==> config.mk <==
export PLATFORM = sky130hd
export DESIGN_NAME = ffba_cell
export DESIGN_NICKNAME = d
export VERILOG_FILES = /design/src/hw/rtl/ffba_pkg.sv /design/src/hw/rtl/ffba_cell.sv
export SDC_FILE = /design/constraint.sdc
export NUM_CORES = 1
export LEC_CHECK = 0
export ABC_CLOCK_PERIOD_IN_PS = 6100
export BUFFER_PORTS_ARGS = -buffer_cell sky130_fd_sc_hd__buf_2
export CAP_MARGIN = 20
export CORE_AREA = 2 2 223 225
export DETAILED_ROUTE_END_ITERATION = 10
export DIE_AREA = 0 0 225 227
export GPL_ROUTABILITY_DRIVEN = 0
export SLEW_MARGIN = 25
export SYNTH_ARGS = -nofsm -noshare
export SYNTH_HDL_FRONTEND = slang
export SYNTH_SLANG_ARGS = --single-unit
==> constraint.sdc <==
create_clock -name clk -period 6.1 [get_ports clk]
set_input_delay 0.305 -clock clk [delete_from_list [all_inputs] [get_ports clk]]
set_output_delay 0.305 -clock clk [all_outputs]
set_load 0.01 [all_outputs]
==> src/hw/rtl/ffba_pkg.sv <==
// Shared types and codes of the first-fit block allocator.
`default_nettype none
package ffba_pkg;

    localparam int ADDR_BITS = 20;
    localparam logic [ADDR_BITS:0] ARENA_BYTES = {1'b1, {ADDR_BITS{1'b0}}};

    localparam logic [1:0] REQ_ALLOC  = 2'd0;
    localparam logic [1:0] REQ_FREE   = 2'd1;
    localparam logic [1:0] REQ_RESIZE = 2'd2;
    localparam logic [1:0] REQ_CALLOC = 2'd3;

    localparam logic [2:0] ST_OK      = 3'd0;
    localparam logic [2:0] ST_NONE    = 3'd1;
    localparam logic [2:0] ST_NOSPACE = 3'd2;
    localparam logic [2:0] ST_MAPPING = 3'd3;
    localparam logic [2:0] ST_BADH    = 3'd4;

    localparam logic [1:0] CFG_HEAP_LIMIT = 2'd0;
    localparam logic [1:0] CFG_INIT_HEAP  = 2'd1;
    localparam logic [1:0] CFG_THRESHOLD  = 2'd2;

    typedef struct packed {
        logic [1:0]  req_type;
        logic [31:0] request_bytes;
        logic [31:0] element_count;
        logic [19:0] block_handle;
        logic        handle_valid;
    } req_t;

    typedef struct packed {
        logic [2:0]  status;
        logic [19:0] result_handle;
        logic        needs_copy;
        logic [19:0] copy_bytes;
        logic [19:0] old_handle;
        logic [19:0] clear_bytes;
    } resp_t;

    typedef struct packed {
        logic [ADDR_BITS-1:0] offset;
        logic [ADDR_BITS-1:0] size;
        logic                 free;
    } entry_t;

    typedef enum logic {
        FIND_FREE,
        FIND_USED
    } probe_mode_t;

    typedef struct packed {
        logic                 active;
        probe_mode_t          mode;
        logic [ADDR_BITS:0]   key;
        logic                 found;
        logic                 grab;
        entry_t               hit;
        entry_t               prev;
        logic                 prev_valid;
        entry_t               next;
        logic                 next_valid;
        entry_t               last;
    } probe_t;

    typedef enum logic [1:0] {
        CMD_NOP,
        CMD_WRITE,
        CMD_INSERT,
        CMD_DELETE
    } cmd_op_t;

    typedef struct packed {
        cmd_op_t op;
        entry_t  ent;
    } cmd_t;

endpackage
`default_nettype wire

==> src/hw/rtl/ffba_cell.sv <==
// One table slot: holds a block entry, shifts on insert/delete, checks a passing probe.
`default_nettype none
module ffba_cell #(
    parameter int MAX_BLOCKS   = 64,
    parameter int HEADER_BYTES = 32,
    parameter int CELL_INDEX   = 0
) (
    input  wire                              clk,
    input  wire                              rst_n,
    input  wire  [$clog2(MAX_BLOCKS+1)-1:0]  count,
    input  ffba_pkg::cmd_t                   cmd,
    input  wire  [$clog2(MAX_BLOCKS)-1:0]    cmd_idx,
    input  ffba_pkg::entry_t                 left,
    input  ffba_pkg::entry_t                 right,
    input  ffba_pkg::probe_t                 probe_in,
    input  wire  [$clog2(MAX_BLOCKS)-1:0]    probe_idx_in,
    output ffba_pkg::entry_t                 entry,
    output ffba_pkg::probe_t                 probe_out,
    output logic [$clog2(MAX_BLOCKS)-1:0]    probe_idx_out
);
    localparam int IW = $clog2(MAX_BLOCKS);
    localparam int CW = $clog2(MAX_BLOCKS + 1);
    localparam logic [IW-1:0] MY_IDX = IW'(CELL_INDEX);
    localparam logic [CW-1:0] MY_CNT = CW'(CELL_INDEX);
    localparam logic [ffba_pkg::ADDR_BITS:0] HDR = (ffba_pkg::ADDR_BITS+1)'(HEADER_BYTES);

    ffba_pkg::entry_t entry_reg, entry_next;
    ffba_pkg::probe_t probe_reg, probe_next;
    logic [IW-1:0]    pidx_reg, pidx_next;
    logic             in_use;
    logic             match;

    assign in_use = MY_CNT < count;

    always_comb
    begin
        entry_next = entry_reg;
        case (cmd.op)
            ffba_pkg::CMD_WRITE:
            begin
                if (MY_IDX == cmd_idx)
                    entry_next = cmd.ent;
            end
            ffba_pkg::CMD_INSERT:
            begin
                if (MY_IDX == cmd_idx)
                    entry_next = cmd.ent;
                else if (MY_IDX > cmd_idx)
                    entry_next = left;
            end
            ffba_pkg::CMD_DELETE:
            begin
                if (MY_IDX >= cmd_idx)
                    entry_next = right;
            end
            default:
            begin
                entry_next = entry_reg;
            end
        endcase
    end

    always_comb
    begin
        if (probe_in.mode == ffba_pkg::FIND_FREE)
            match = entry_reg.free && ({1'b0, entry_reg.size} >= probe_in.key);
        else
            match = !entry_reg.free && (({1'b0, entry_reg.offset} + HDR) == probe_in.key);
    end

    always_comb
    begin
        probe_next      = probe_in;
        pidx_next       = probe_idx_in;
        probe_next.last = entry_reg;
        probe_next.grab = 1'b0;
        if (probe_in.active)
        begin
            // neighbour after the hit slot
            if (probe_in.grab)
            begin
                probe_next.next       = entry_reg;
                probe_next.next_valid = in_use;
            end
            if (!probe_in.found && in_use && match)
            begin
                probe_next.found      = 1'b1;
                probe_next.hit        = entry_reg;
                probe_next.prev       = probe_in.last;
                probe_next.prev_valid = (CELL_INDEX != 0);
                probe_next.grab       = 1'b1;
                probe_next.next_valid = 1'b0;
                pidx_next             = MY_IDX;
            end
        end
    end

    always_ff @(posedge clk)
    begin
        entry_reg <= entry_next;
        pidx_reg  <= pidx_next;
    end

    always_ff @(posedge clk or negedge rst_n)
    begin
        if (!rst_n)
            probe_reg <= '0;
        else
            probe_reg <= probe_next;
    end

    assign entry         = entry_reg;
    assign probe_out     = probe_reg;
    assign probe_idx_out = pidx_reg;

endmodule
`default_nettype wire

# [Word-level counts from Yosys, hierarchy flattened]
# Index checks and enable logic that the tools add are counted.
[totals] latchBits=0 mem_bits_rw=0 regBits=238 input_bits=337 wordCells=56 rom_bits=0 n_memories=0
[op_classes] div=0 n_lt_le_gt_ge=4 bitwise=0 mux=12 addsub=1 shifts=0 reduce_logical=9 n_eq_ne=7 multipliers=0
[op_table] op="41-bit two-way mux" n=4
[op_table] op="127-bit two-way mux" n=1
[op_table] op="41-bit case mux with 3 select lines" n=1
[op_table] op="85-bit two-way mux" n=1
[op_table] op="42-bit two-way mux" n=1
[op_table] op="20-bit by 6-bit adder with 21-bit output (second input constant)" n=1
[op_table] op="21-bit equality test" n=1
[op_table] op="20-bit by 21-bit greater-or-equal comparator with 1-bit output" n=1
[op_table] op="6-bit two-way mux" n=2
[op_table] op="1-bit by 7-bit less-than comparator with 1-bit output (first input constant)" n=1
[op_table] op="1-bit by 6-bit greater-or-equal comparator with 1-bit output (first input constant)" n=1
[op_table] op="1-bit by 6-bit greater-than comparator with 1-bit output (first input constant)" n=1
[op_table] op="6-bit zero test" n=1
[op_table] op="2-bit equality test (second input constant)" n=2
[op_table] op="1-bit logical AND" n=4
[op_table] op="2-bit inequality test (second input constant)" n=2
[op_table] op="4-bit AND reduction" n=1
[op_table] op="3-bit inequality test (second input constant)" n=1
[op_table] op="3-bit nonzero test" n=1
[op_table] op="2-bit by 1-bit equality test with 1-bit output (second input constant)" n=1
[op_table] op="1-bit zero test" n=2
[op_table] op="1-bit two-way mux" n=2

# [Logic depth before layout (Yosys ltp)]
# Gate-level depths: netlist (run 1).
[logic_depth] depth_word=7 ltp_mapped=12 ltp_nobuf=9

# [Worst setup path before layout (run 1)]
# OpenSTA, ideal clock, no wires.
[synth_timing] kind="input-to-reg" startpoint="input cmd_idx[3]" endpoint="register entry_reg (netlist bit entry[0]) (enable)" path_slack_ns=3.260 n_path_buf=1 stages=4 t_arrival_ns=2.439 setup_time_ns=0.401 required_time_ns=5.699 cell_sequence="or4_1 > nor3_1 > clkbuf_1 > o21a_1"
[synth_via] elab_chain_len=3 word_cells_on_any_way=7 cone_classes="order compare (2); eq/ne (3); reduce/logical (2)"
[synth_lines] item="from (decl)" line="ffba_cell.sv:12" source="input wire [$clog2(MAX_BLOCKS)-1:0] cmd_idx,"
[synth_lines] item="1-bit by 6-bit greater-than comparator with 1-bit output, or another cell as far along" line="ffba_cell.sv:48" source="else if (MY_IDX > cmd_idx)"
[synth_lines] item="3-bit inequality test (no line) / 2-bit inequality test (equally long branches)"
[synth_lines] item="4-bit AND reduction (no line) *"
[synth_lines] item="to (signal assigned)" line="ffba_cell.sv:100" source="entry_reg <= entry_next;"
[synth_lines] item="to (decl)" line="ffba_cell.sv:27" source="ffba_pkg::entry_t entry_reg, entry_next;"
# Every way passes the cells marked *; elsewhere a longest branch is shown, timed or not.
# A chain may end at the register's enable or synchronous reset.

# [Final worst setup path (run 1)]
[layout_timing] startpoint="register entry_reg (netlist bit entry[26])" endpoint="register pidx_reg[5], in the netlist probe_idx_out[5]"
[layout_via] elab_chain_len=7
[layout_lines] item="20-bit by 6-bit adder with 21-bit output" line="ffba_cell.sv:68" source="match = !entry_reg.free && (({1'b0, entry_reg.offset} + HDR) == probe_in.key);"
[layout_lines] item="21-bit equality test" line="ffba_cell.sv:68"
[layout_lines] item="1-bit logical AND" line="ffba_cell.sv:68"
[layout_lines] item="1-bit two-way mux" line="ffba_cell.sv:65" source="if (probe_in.mode == ffba_pkg::FIND_FREE)"
[layout_lines] item="1-bit logical AND" line="ffba_cell.sv:85" source="if (!probe_in.found && in_use && match)"
[layout_lines] item="6-bit two-way mux" line="ffba_cell.sv:85"
[layout_lines] item="6-bit two-way mux" line="ffba_cell.sv:77" source="if (probe_in.active)"
[layout_lines] item="named net pidx_next[5]" line="ffba_cell.sv:29" source="logic [IW-1:0] pidx_reg, pidx_next;"
[layout_lines] item="to (signal assigned)" line="ffba_cell.sv:101" source="pidx_reg <= pidx_next;"
[layout_lines] item="to (decl)" line="ffba_cell.sv:29"
# The timed path passes the listed nets, and every way through them passes these cells.

==> results by stage, run 1 <==
Outcome:
- The run finished with clean final reports.

Floorplan:
- The horizontal die dimension is 225 µm.
- For this design the top-level I/O count stands at 575.
- After floorplanning, the core was sized to cover 48500 µm².
- The die covers 51100 µm².
- The die is 227 µm tall.
- The starting density of the core is 26.7%.
- The row count is 81.

STA:
- Final hold analysis gives a worst-case slack of 0.0131 ns.
- The final-report setup violation count is 0.
- The count of endpoints failing hold in the final timing report came to 0.
- Setup repair after global routing left no endpoint under its margin.
- The relative slew slack is 27.4%.
- Derived from the worst setup path, the maximum achievable clock frequency is 247 MHz.
- The pin slew with the least headroom to its limit is 1.09 ns.
- The sum of negative setup slack is 0 ns.
- Subtracting the final worst setup slack from the clock period gives 4.05 ns.
- The worst setup skew after layout is 0.00865 ns.
- The number of pins with negative max-slew slack in the final report was 0.
- The final critical-path share of the clock period is 66.4%.

Worst hold path:
- The hold path startpoint is probe_in[164].
- The worst min-delay path category is input port to flip-flop.
- Along the worst hold path, the cell count comes to 3.
- The worst hold path terminates at probe_out[164].

Power:
- In this run switching power makes up 26.5% of total power.
- Power spread over the standard cell area amounts to 232 nW/µm².
- The sequential group share of total power is 40.2%.
- The portion of total power attributed to the clock network is 43.7%.
- The internal portion of the total power is 3.15 mW.
- The power share of the combinational group is 16.1%.
- The highest ir drop seen on vdd is 0.000181 V.
- Summed over all nets, the switching power comes to 1.13 mW.
- The standby leakage power is 8.33 nW.

Drt:
- The final routed wirelength across all metal layers is 59400 µm.
- The remaining antenna violation count after routing is 0.
- The number of optimization iterations in the first detailed-route pass is 5.
- The detailed-route wire length per cell is 22.7 µm.
- The total DRC errors in the routed layout is 0.
- For this block, the initial DRC count from the detailed router was 1349.
- Dividing the detail-routed via count by the number of cells gives 5.25.
- The routed layout has 13700 vias.

Worst setup path:
- STA puts the critical path data required time at 6.50 ns.
- The worst register-to-register path has a depth of 10.
- The endpoint identified for the worst register-to-register timing path is probe_idx_out[5].
- The type of element capturing the critical path is a flip-flop.
- By startpoint and endpoint, the worst setup path is classified as flip-flop to flip-flop.
- For flop-to-flop paths, the worst setup slack is 2.05 ns.
- In this run the worst path has a maximum fanout of 106.
- The element type at the critical path start is a flip-flop.
- The launch point of the worst reg-to-reg path is entry[26].
- The endpoint arrival time on the critical path is 4.45 ns.

Global route:
- Summed over all layers, the global routing overflow is 0.
- The number of antenna violations at the first check in global routing was 16.
- Entering global routing, the biggest net connects 166 pins.
- The global-route usage over all layers is 22.1%.
- The via count of the first global-routing pass is 13300.
- The wire length of the first global-routing pass is 85000 µm.

Yosys:
- The share of the synthesized area in the top cell type is 36.9%.
- The count of synthesis-stage warnings from yosys is 0.
- The count of unique library cells instantiated by Yosys is 52.
- Yosys mapped a number of flops with a built-in enable equal to 41.
- Sorting the synthesized cells by area gives the leading types as dfrtp_1 (37%), edfxtp_1 (9.5%), nand3_1 (6.5%).
- Synthesis inferred 238 register bits.
- After synthesis the cells add up to 12900 µm².
- The share of the Yosys chip area taken by registers is 47.4%.
- Counting flops with an async set or reset pin after synthesis yields a share of 80.3%.
- In the synthesized netlist the dominant register cell turns out to be dfrtp_1.
- By count the netlist is led by dfrtp_1 (191), nand3_1 (168), inv_1 (109).
- Synthesis handed over a netlist of 1371 instances.
- The synthesized net count is 1729.
- Among all cell types in the netlist, the one instantiated most often is dfrtp_1.
- The cell type contributing the most total cell area after synthesis is dfrtp_1.
- Dividing the synthesized area by the synthesized cell count gives 9.44 µm².

CTS:
- Clock-pin slew was measured on the worst setup and hold paths at 0.06 ns.
- The number of buffers added by the clock tree synthesis step is 28.
- The clock passes through at most 3 buffers.
- CTS built an H-tree with a depth of 1.
- The number of setup buffers added after CTS is 0.
- The tree is rooted in a clkbuf_16.
- The worst-skew pair later-pin latency is 0.57 ns.
- The total clock sinks is 238.
- TritonCTS built the clock tree.

Flow run:
- Max-cap violations in this run came to 0.

Cells and area:
- For this run, the post-layout net count is 2318.
- The post-layout instance area is 18500 µm².
- The fraction of the core area covered by cells at the end of the flow is 38.1%.
- The number of flip-flops in the largest register is 191.
- The fraction of layout cells with a size suffix above 1 is 34.7%.
- The signed area change from the synthesized netlist to the final layout is 42.9%.

Placed design:
- Summed over all nets, the half-perimeter wirelength after detailed placement is 41400 µm.
- The cell area reported after detailed placement is 16000 µm².
- During placement, the flow inserted port buffers numbering 574.
## cells in the final DEF, fill, tap and decap left out, drive strengths merged, types with 48 or more instances in the layout
master         n
o21ai         51
buf          591
dlygate4sd3  139
a21oi         48
inv          110
dfrtp        191
a31oi         85
o32a          81
nand2         92
nand3        168
a211oi        89
## power groups by stage
stage | Combinational, mW | Sequential, mW | Clock [mW]
CTS | 0.686 | 1.72 | 1.90
floorplan | 0.253 | 1.78 | 0
global route | 0.755 | 1.73 | 1.98
detailed placement | 0.612 | 1.75 | 0
global placement | 0.600 | 1.75 | 0
finish | 0.691 | 1.72 | 1.87
## logic make-up after synthesis
kind of cell	after synthesis	share of synthesized area, %
AOI/OAI and AO/OA	384	21.3
buffers and inverters	280	9.82
xor gates and xnor gates	20	1.35
and+or+nand+nor	390	14.8
muxes	38	3.31
adders and majority gates	21	2.03
DFF	238	47.4
## worst max-delay path: stages, from the launching register on
cell and delay, ns:
edfxtp_1 0.58, ha_1 0.42, xor2_1 0.16, nor4_1 0.41, nand4_1 0.19, nor4b_1 0.47
o2111ai_4 0.16, buf_4 0.37, buf_6 0.44, o21ai_2 0.44, a21boi_0 0.18
## how the worst max path moves through the flow
stage	from	endpoint	slack, ns	depth (start not counted)
finish	entry[26]	probe_idx_out[5]	2.05	10
global route	entry[26]	probe_idx_out[5]	1.80	10
CTS	entry[26]	probe_out[83]	1.90	10
detailed placement	entry[26]	probe_out[166]	1.92	10
global placement	entry[26]	probe_out[166]	2.10	10
floorplan	cmd_idx[3]	entry[0]	3.26	4
## through the flow
stage	power (mW)	std cells	worst slack (ns)
5_1_grt	4.46	2610	1.80
3_5_place_dp	2.36	2411	1.92
3_3_place_gp	2.35	2410	2.10
2_1_floorplan	2.03	1371	3.26
6_report	4.28	2611	2.05
4_1_cts	4.31	2601	1.90
## what timing repair did
action | 4_1_cts | 5_1_grt
hold buffers | 139 | 0
gates resized for setup | 0 | 0
endpoints found under the hold margin | 186 | 0
## layout make-up
type                            count  area, µm²
Inverter                          109        409
Clock inverter                     16        215
Timing Repair Buffer              730       4490
Fill cell                        4808      30100
Tap cell                          622        778
Multi-Input combinational cell    853       5640
Antenna cell                        8       20.0
Clock buffer                       35        810
Sequential cell                   238       6130
## per-layer routing
metal / track usage (%) / wire length [µm] / share of wire (%) / vias up
li1: - / - / - / 6203
met1: 27.4 / 24000 / 40 / 6648
met2: 37.6 / 28600 / 48 / 732
met3: 4.48 / 4340 / 7.3 / 121
met4: 8.99 / 2460 / 4.1 / 0
met5: 0 / 0 / 0 / -
Power figures use the tool's default switching activity.
==> inputs of run 2 (changes only) <==
ABC_CLOCK_PERIOD_IN_PS = 3600   (was 6100)
clock period = 3.6 ns   (was 6.1 ns; I/O delays follow)
==> run 2 against run 1 <==
- count of clock-buffer cells in the layout increased by 4
- die area is the same
- via count grew 2.8%
- setup slack got worse by 1.9 ns
- critical path depth shrank 2
- cell count increased by 3.3%
- non-clock buffer count increased by 85
- first-iteration DRC count decreased by 16%
- highest routed layer unchanged
- wire length increased by 1.7%
==> results by stage, run 2 (same netlist as run 1, synthesis figures left out) <==
Cells and area:
- The number of standard cells in the layout, taps in and fillers out is 2698.
- The number of flip-flops in the largest register is 191.
- In the layout the commonest cells are buf_2 (572), dlygate4sd3_1 (196), dfrtp_1 (191).
- Once layout is done, the placed cells without fillers occupy 19400 µm².
- At the end of the flow the core is filled with cells to 39.9%.
- The final layout contains 2404 nets.
- The signed area change from the synthesized netlist to the final layout is 49.7%.
- The leading cell type in the layout, fill and taps excluded is buf_2.
- The post-route netlist has 34.8% of its cells at a drive strength greater than 1.

Drt:
- The total DRC errors in the routed layout is 0.
- The final routed wirelength across all metal layers is 60400 µm.
- Dividing the detail-routed wire length by the instance count gives 22.4 µm.
- The count of nets left with antenna violations once routing finished came out at 0.
- The pre-antenna-repair detailed-routing pass consisted of 6 iterations.
- The iteration-0 DRC count of the detailed router is 1138.
- The average via count per standard cell is 5.22.
- The routed layout has 14100 vias.

Placed design:
- Detailed placement ended at an HPWL of 42400 µm.
- Input and output buffers added on the ports amount to 574.
- Once placement finished, the instance area stood at 16300 µm².
- The instance count after placement with tap cells included is 2441.

Floorplan:
- The floorplan step defined a die boundary enclosing 51100 µm².
- The vertical die dimension is 227 µm.
- The region available for standard cell placement spans 48500 µm².
- For this configuration, the core starts out at a cell density of 26.7%.
- The floorplan has 81 rows.
- The floorplan step set the die width to 225 µm.
- During I/O placement, the number of pins put on the boundary was 575.

STA:
- In the finished design, the share of the clock period the worst path needs comes to 94.7%.
- The number of pins with negative max-slew slack in the final report came to 0.
- The worst setup skew after layout is 0.0133 ns.
- The highest clock frequency the design can meet is 293 MHz.
- For the pin with the worst max-slew slack, the measured transition is 0.816 ns.
- Setup violations remaining at the end of the flow were counted as 0.
- The count of endpoints failing hold in the final timing report is 0.
- The shortest clock period the worst path allows after layout is 3.41 ns.
- Setup repair after global routing left no endpoint under its margin.
- Measured against its own limit, the worst slew margin works out to 45.6%.
- The sum of negative setup slack is 0 ns.

CTS:
- TritonCTS built the clock tree.
- CTS saw 238 sinks.
- The number of setup buffers added after CTS is 0.
- In this run, CTS created clock tree buffers numbering 28.
- The H-tree depth is 1.
- The worst-skew pair later-pin latency is 0.56 ns.
- The maximum buffer depth of the clock tree is 3.
- The buffer type at the clock tree root is clkbuf_16.
- After clock tree synthesis, the clock-pin slew on the worst setup and hold paths is 0.07 ns.

Global route:
- The via count of the first global-routing pass came to 13600.
- Entering global routing, the biggest net connects 99 pins.
- The global route total overflow is 0.
- The wire length of the first global-routing pass is 85500 µm.
- Global routing consumed, over all layers together, 22.2% of the routing resources.
- The number of antenna violations at the first check in global routing was 22.

Power:
- The internal portion of total power is 5.49 mW.
- The fraction of power spent switching nets is 26.1%.
- The standby leakage power is 8.74 nW.
- The portion of total power attributed to the clock network is 44.2%.
- For this design the total switching power over the nets is 1.94 mW.
- The power share of the combinational group is 16.6%.
- The total power per unit cell area is 383 nW/µm².
- Across the VDD grid, the largest voltage drop is 0.000303 V.
- Of the total power, registers draw 39.2%.

Worst setup path:
- Data arrives at the worst endpoint at 3.84 ns.
- The startpoint identified for the worst register-to-register timing path is entry[29].
- For the worst setup path, the data required time is 4.03 ns.
- The kind of critical path is flip-flop to flip-flop.
- The type of element capturing the critical path is a flip-flop.
- Tracing the worst setup path back leads to its startpoint at entry[29].
- In this run the worst path has a maximum fanout of 38.
- The element type at the critical path start is a flip-flop.

Worst hold path:
- The tightest min-delay check is of the input port to flip-flop type.
- The hold path startpoint is right[28].

Outcome:
- The run finished with clean final reports.

Flow run:
- The count of max-cap constraint violations is 0.
run 2: cell count changes in the layout (fill, tap and decap cells not counted), moves of 2 or more:
cell | before | now
clkbuf_1 | 1 | 3
buf_6 | 3 | 1
clkinv_2 | 5 | 2
clkinv_1 | 2 | 0
buf_16 | 3 | 1
buf_12 | 1 | 8
clkbuf_8 | 4 | 7
dlygate4sd3_1 | 139 | 196
inv_4 | 0 | 2
buf_4 | 11 | 36
run 2: metrics by stage:
stage	power (mW)	worst slack, ns	hold slack [ns]
after floorplan	3.44	0.885	-0.116
after global placement	3.98	0.286	0.214
after detailed placement	4.01	0.205	0.218
after CTS	7.47	0.180	0.000823
after global routing	7.72	0.00275	0.0168
final	7.43	0.190	0.0322
run 2: what timing repair did:
action | CTS | global route
endpoints found under the setup margin | 0 | 66
endpoints found under the hold margin | 253 | 0
hold buffers | 196 | 0
gates resized for setup | 0 | 2
run 2: per-layer routing:
layer  GRT usage, %  wire length (µm)
met5              0                 0
met4           7.67              2040
met3           3.78              4410
met2           38.7             29500
met1           27.8             24500
run 2: final cells by class:
cell class,instances,area (µm²)
antenna,8,20.0
clock buffer,39,833
clock inverter,13,228
fill,4738,29200
inverter,109,409
multi-input combinational,854,5670
sequential,238,6130
tap,622,778
timing repair buffer,815,5310
run 2: power groups by stage:
stage,clock [mW],sequential (mW),combinational (mW)
after CTS,3.34,2.91,1.23
after global placement,0,2.96,1.03
final,3.29,2.91,1.23
after detailed placement,0,2.96,1.05
after global routing,3.45,2.92,1.34
after floorplan,0,3.02,0.428
run 2: worst max-delay path, stage by stage, from the launching register on:
cell	delay, ns
edfxtp_1	0.62
and4_1	0.47
and4_1	0.45
xnor2_1	0.18
a211oi_2	0.15
a41oi_4	0.57
buf_4	0.47
o32a_1	0.23
nand3_1	0.10
run 2: path summary, 6_finish.rpt:
check / end / slack (ns) / cells past startpoint
max: probe_out[132] / 0.19 / 8
min: entry[28] / 0.03 / 3
max reg2reg: probe_out[132] / 0.19 / 8
min reg2reg: probe_out[26] / 0.48 / 0
max in group asynchronous: probe_out[69] / 2.46 / 3
min in group asynchronous: probe_out[109] / 0.15 / 2
==> inputs of run 3 (changes only) <==
CORE_AREA = 2 2 221 223   (was 2 2 223 225)
DIE_AREA = 0 0 223 225   (was 0 0 225 227)
SLEW_MARGIN = default   (was 25)
==> run 3 against run 2 <==
- non-clock buffer count increased by 21
- power down 3.9%
- core utilization up 0.92 points
- hold slack worse by 0.0026 ns
- via count is 1.5% higher
- design area increased by 0.21%
- largest cell class unchanged
==> results by stage, run 3 (same netlist as run 1, synthesis figures left out) <==
Floorplan:
- The starting density of the core is 27.2%.
- The number of primary I/O pins is 575.
- Row generation in the floorplan step produced 80 rows.
- The area of the core is 47500 µm².
- The vertical die dimension is 225 µm.
- The die is 223 µm wide.
- The floorplan die area is 50200 µm².

CTS:
- Clock-pin slew was measured on the worst setup and hold paths at 0.06 ns.
- In this run the number of H-tree levels came out at 1.
- TritonCTS built the clock tree.
- The buffer type at the clock tree root is clkbuf_16.
- The total clock sinks is 238.
- The number of buffers added by the clock tree synthesis step is 29.
- The worst-skew pair later-pin latency is 0.59 ns.
- The number of gates resized after CTS was 0.
- In this run the deepest clock path goes through 3 buffers.

Placed design:
- The instance count after placement with tap cells included is 2432.
- The placed wire-length estimate is 43500 µm.
- During placement, the flow inserted port buffers numbering 574.

STA:
- The final-report setup violation count is 0.
- The highest clock frequency the design can meet is 294 MHz.
- Setup repair after global routing left no endpoint under its margin.
- The number of pins with negative max-slew slack in the final report is 0.
- For the pin with the worst max-slew slack, the measured transition is 1.11 ns.
- The worst setup skew after layout is 0.0169 ns.
- The final critical-path share of the clock period is 94.5%.
- The count of endpoints failing hold in the final timing report was 0.
- The sum of negative setup slack is 0 ns.
- The shortest clock period the worst path allows after layout is 3.40 ns.
- Headroom to the max-slew limit came out at 25.8%.

Cells and area:
- The number of standard cells in the layout, taps in and fillers out is 2717.
- The number of fill cells is 4583.
- In the layout the commonest cells are buf_2 (572), dlygate4sd3_1 (218), dfrtp_1 (191).
- The register with the most flip-flops in the layout has 191 of them.
- The library cell used most frequently in the layout, excluding fill and tap cells, is buf_2.
- The combined area of the multi-input logic cells is 5640 µm².
- The final net count is 2425.
- Compared with the post-synthesis result, the final layout area differs by 50.0%.
- The sequential cells in the finished layout cover a total of 6130 µm².
- The fraction of layout cells with a size suffix above 1 is 34.1%.

Drt:
- For this block, the initial DRC count from the detailed router was 1385.
- The via total after detailed routing is 14300.
- The total DRC errors in the routed layout is 0.
- After detailed routing, the number of vias per cell comes to 5.26.
- The remaining antenna violation count after routing is 0.
- Wires add up to 61400 µm.
- The detailed-route wire length per cell is 22.6 µm.
- The number of optimization iterations in the first detailed-route pass is 5.

Power:
- For this design the static power due to leakage is 8.74 nW.
- VDD sags by at most 0.000302 V.
- The total power per unit cell area is 367 nW/µm².

Outcome:
- The flow ran to the end, and the final reports show no timing, DRC or antenna violations.

Worst setup path:
- By startpoint and endpoint, the worst setup path is classified as flip-flop to flip-flop.
- The required time of the critical path is 4.11 ns.
- The worst-case reg-to-reg path depth is 9.
- The worst register-to-register path ends at probe_out[138].
- Along the worst path, the maximum fanout reaches 165.
- The launch point of the worst reg-to-reg path is entry[27].
- The type of element capturing the critical path is a flip-flop.
- The element type at the critical path start is a flip-flop.
- The endpoint arrival time on the critical path is 3.91 ns.
- The worst register-to-register path has a setup slack of 0.20 ns.

Worst hold path:
- The number of stages on the worst hold path is 3.
- The hold path startpoint is cmd[9].
- The hold-critical path endpoint is entry[9].
- The worst min-delay path category is input port to flip-flop.

Global route:
- The number of antenna violations at the first check in global routing is 23.
- Global routing used 23.6% of the available tracks across all layers.
- Entering global routing, the biggest net connects 166 pins.
- The first global-routing pass estimated 89900 µm of wire.
- The via count of the first global-routing pass is 14100.
- The global route total overflow is 0.

Flow run:
- The count of max-cap constraint violations is 0.
## run 3: changes by cell type in the layout (fill, tap and decap cells not counted), moves of 3 or more
cell           before  now
dlygate4sd3_1     196  218
diode_2             8   14
clkbuf_1            3    8
bufinv_16           6    2
clkbuf_8            7    3
clkinv_2            2    5
## run 3: how the worst max path moves through the flow
stage	from	end	slack [ns]	cells after the start
2_1_floorplan	cmd_idx[3]	entry[0]	0.89	4
6_report	entry[27]	probe_out[138]	0.20	9
5_1_grt	entry[9]	probe_out[92]	0.22	9
3_3_place_gp	entry[1]	probe_out[143]	0.50	10
3_5_place_dp	entry[27]	probe_out[83]	0.40	9
4_1_cts	entry[27]	probe_out[83]	0.40	9
## run 3: repair_timing
action / in CTS / in global routing
endpoints found under the hold margin: 274 / 0
setup buffers: 0 / 0
hold buffers: 218 / 0
## run 3: power breakdown
group / internal [mW] / total (mW) / switching, mW
combinational: 0.600 / 1.27 / 0.674
clock: 1.70 / 2.95 / 1.25
sequential: 2.86 / 2.91 / 0.0449
## run 3: area by class of cell
| cell class | instances | area share, % |
|---|---|---|
| diodes | 14 | 0.180 |
| clock inverters | 12 | 0.709 |
| clock buffers | 40 | 4.11 |
| repair buffers | 836 | 28.3 |
| multi-input cells | 853 | 29.0 |
| flip-flops and latches | 238 | 31.6 |
| inverters | 109 | 2.11 |
| well taps | 615 | 3.96 |
## run 3: per-stage QoR
| stage | power, mW | utilization (%) | cell area, µm² | setup WS (ns) | hold slack, ns |
|---|---|---|---|---|---|
| after floorplan | 3.44 | - | 12900 | 0.885 | -0.116 |
| after global placement | 4.01 | 34.1 | 16200 | 0.503 | 0.236 |
| after detailed placement | 4.02 | 34.1 | 16200 | 0.405 | 0.230 |
| after CTS | 7.19 | 40.7 | 19400 | 0.398 | 0.0000119 |
| after global routing | 7.41 | 40.8 | 19400 | 0.223 | 0.0139 |
| final | 7.13 | 40.8 | 19400 | 0.198 | 0.0296 |
## run 3: layer usage
layer,global-route usage [%],routed length (µm),vias up
met3,5.08,4490,118
met4,8.47,2330,0
li1,-,-,6431
met5,0,0,-
met1,28.4,23900,7003
met2,41.5,30600,751
## run 3: worst max-delay path, stage by stage (launching register included)
cell	delay, ns
edfxtp_1	0.49
ha_1	0.33
xor2_1	0.14
nor4_1	0.36
nand4_1	0.14
nor4b_1	0.47
o2111ai_4	0.20
buf_12	0.24
o32a_1	0.54
nand3_1	0.09
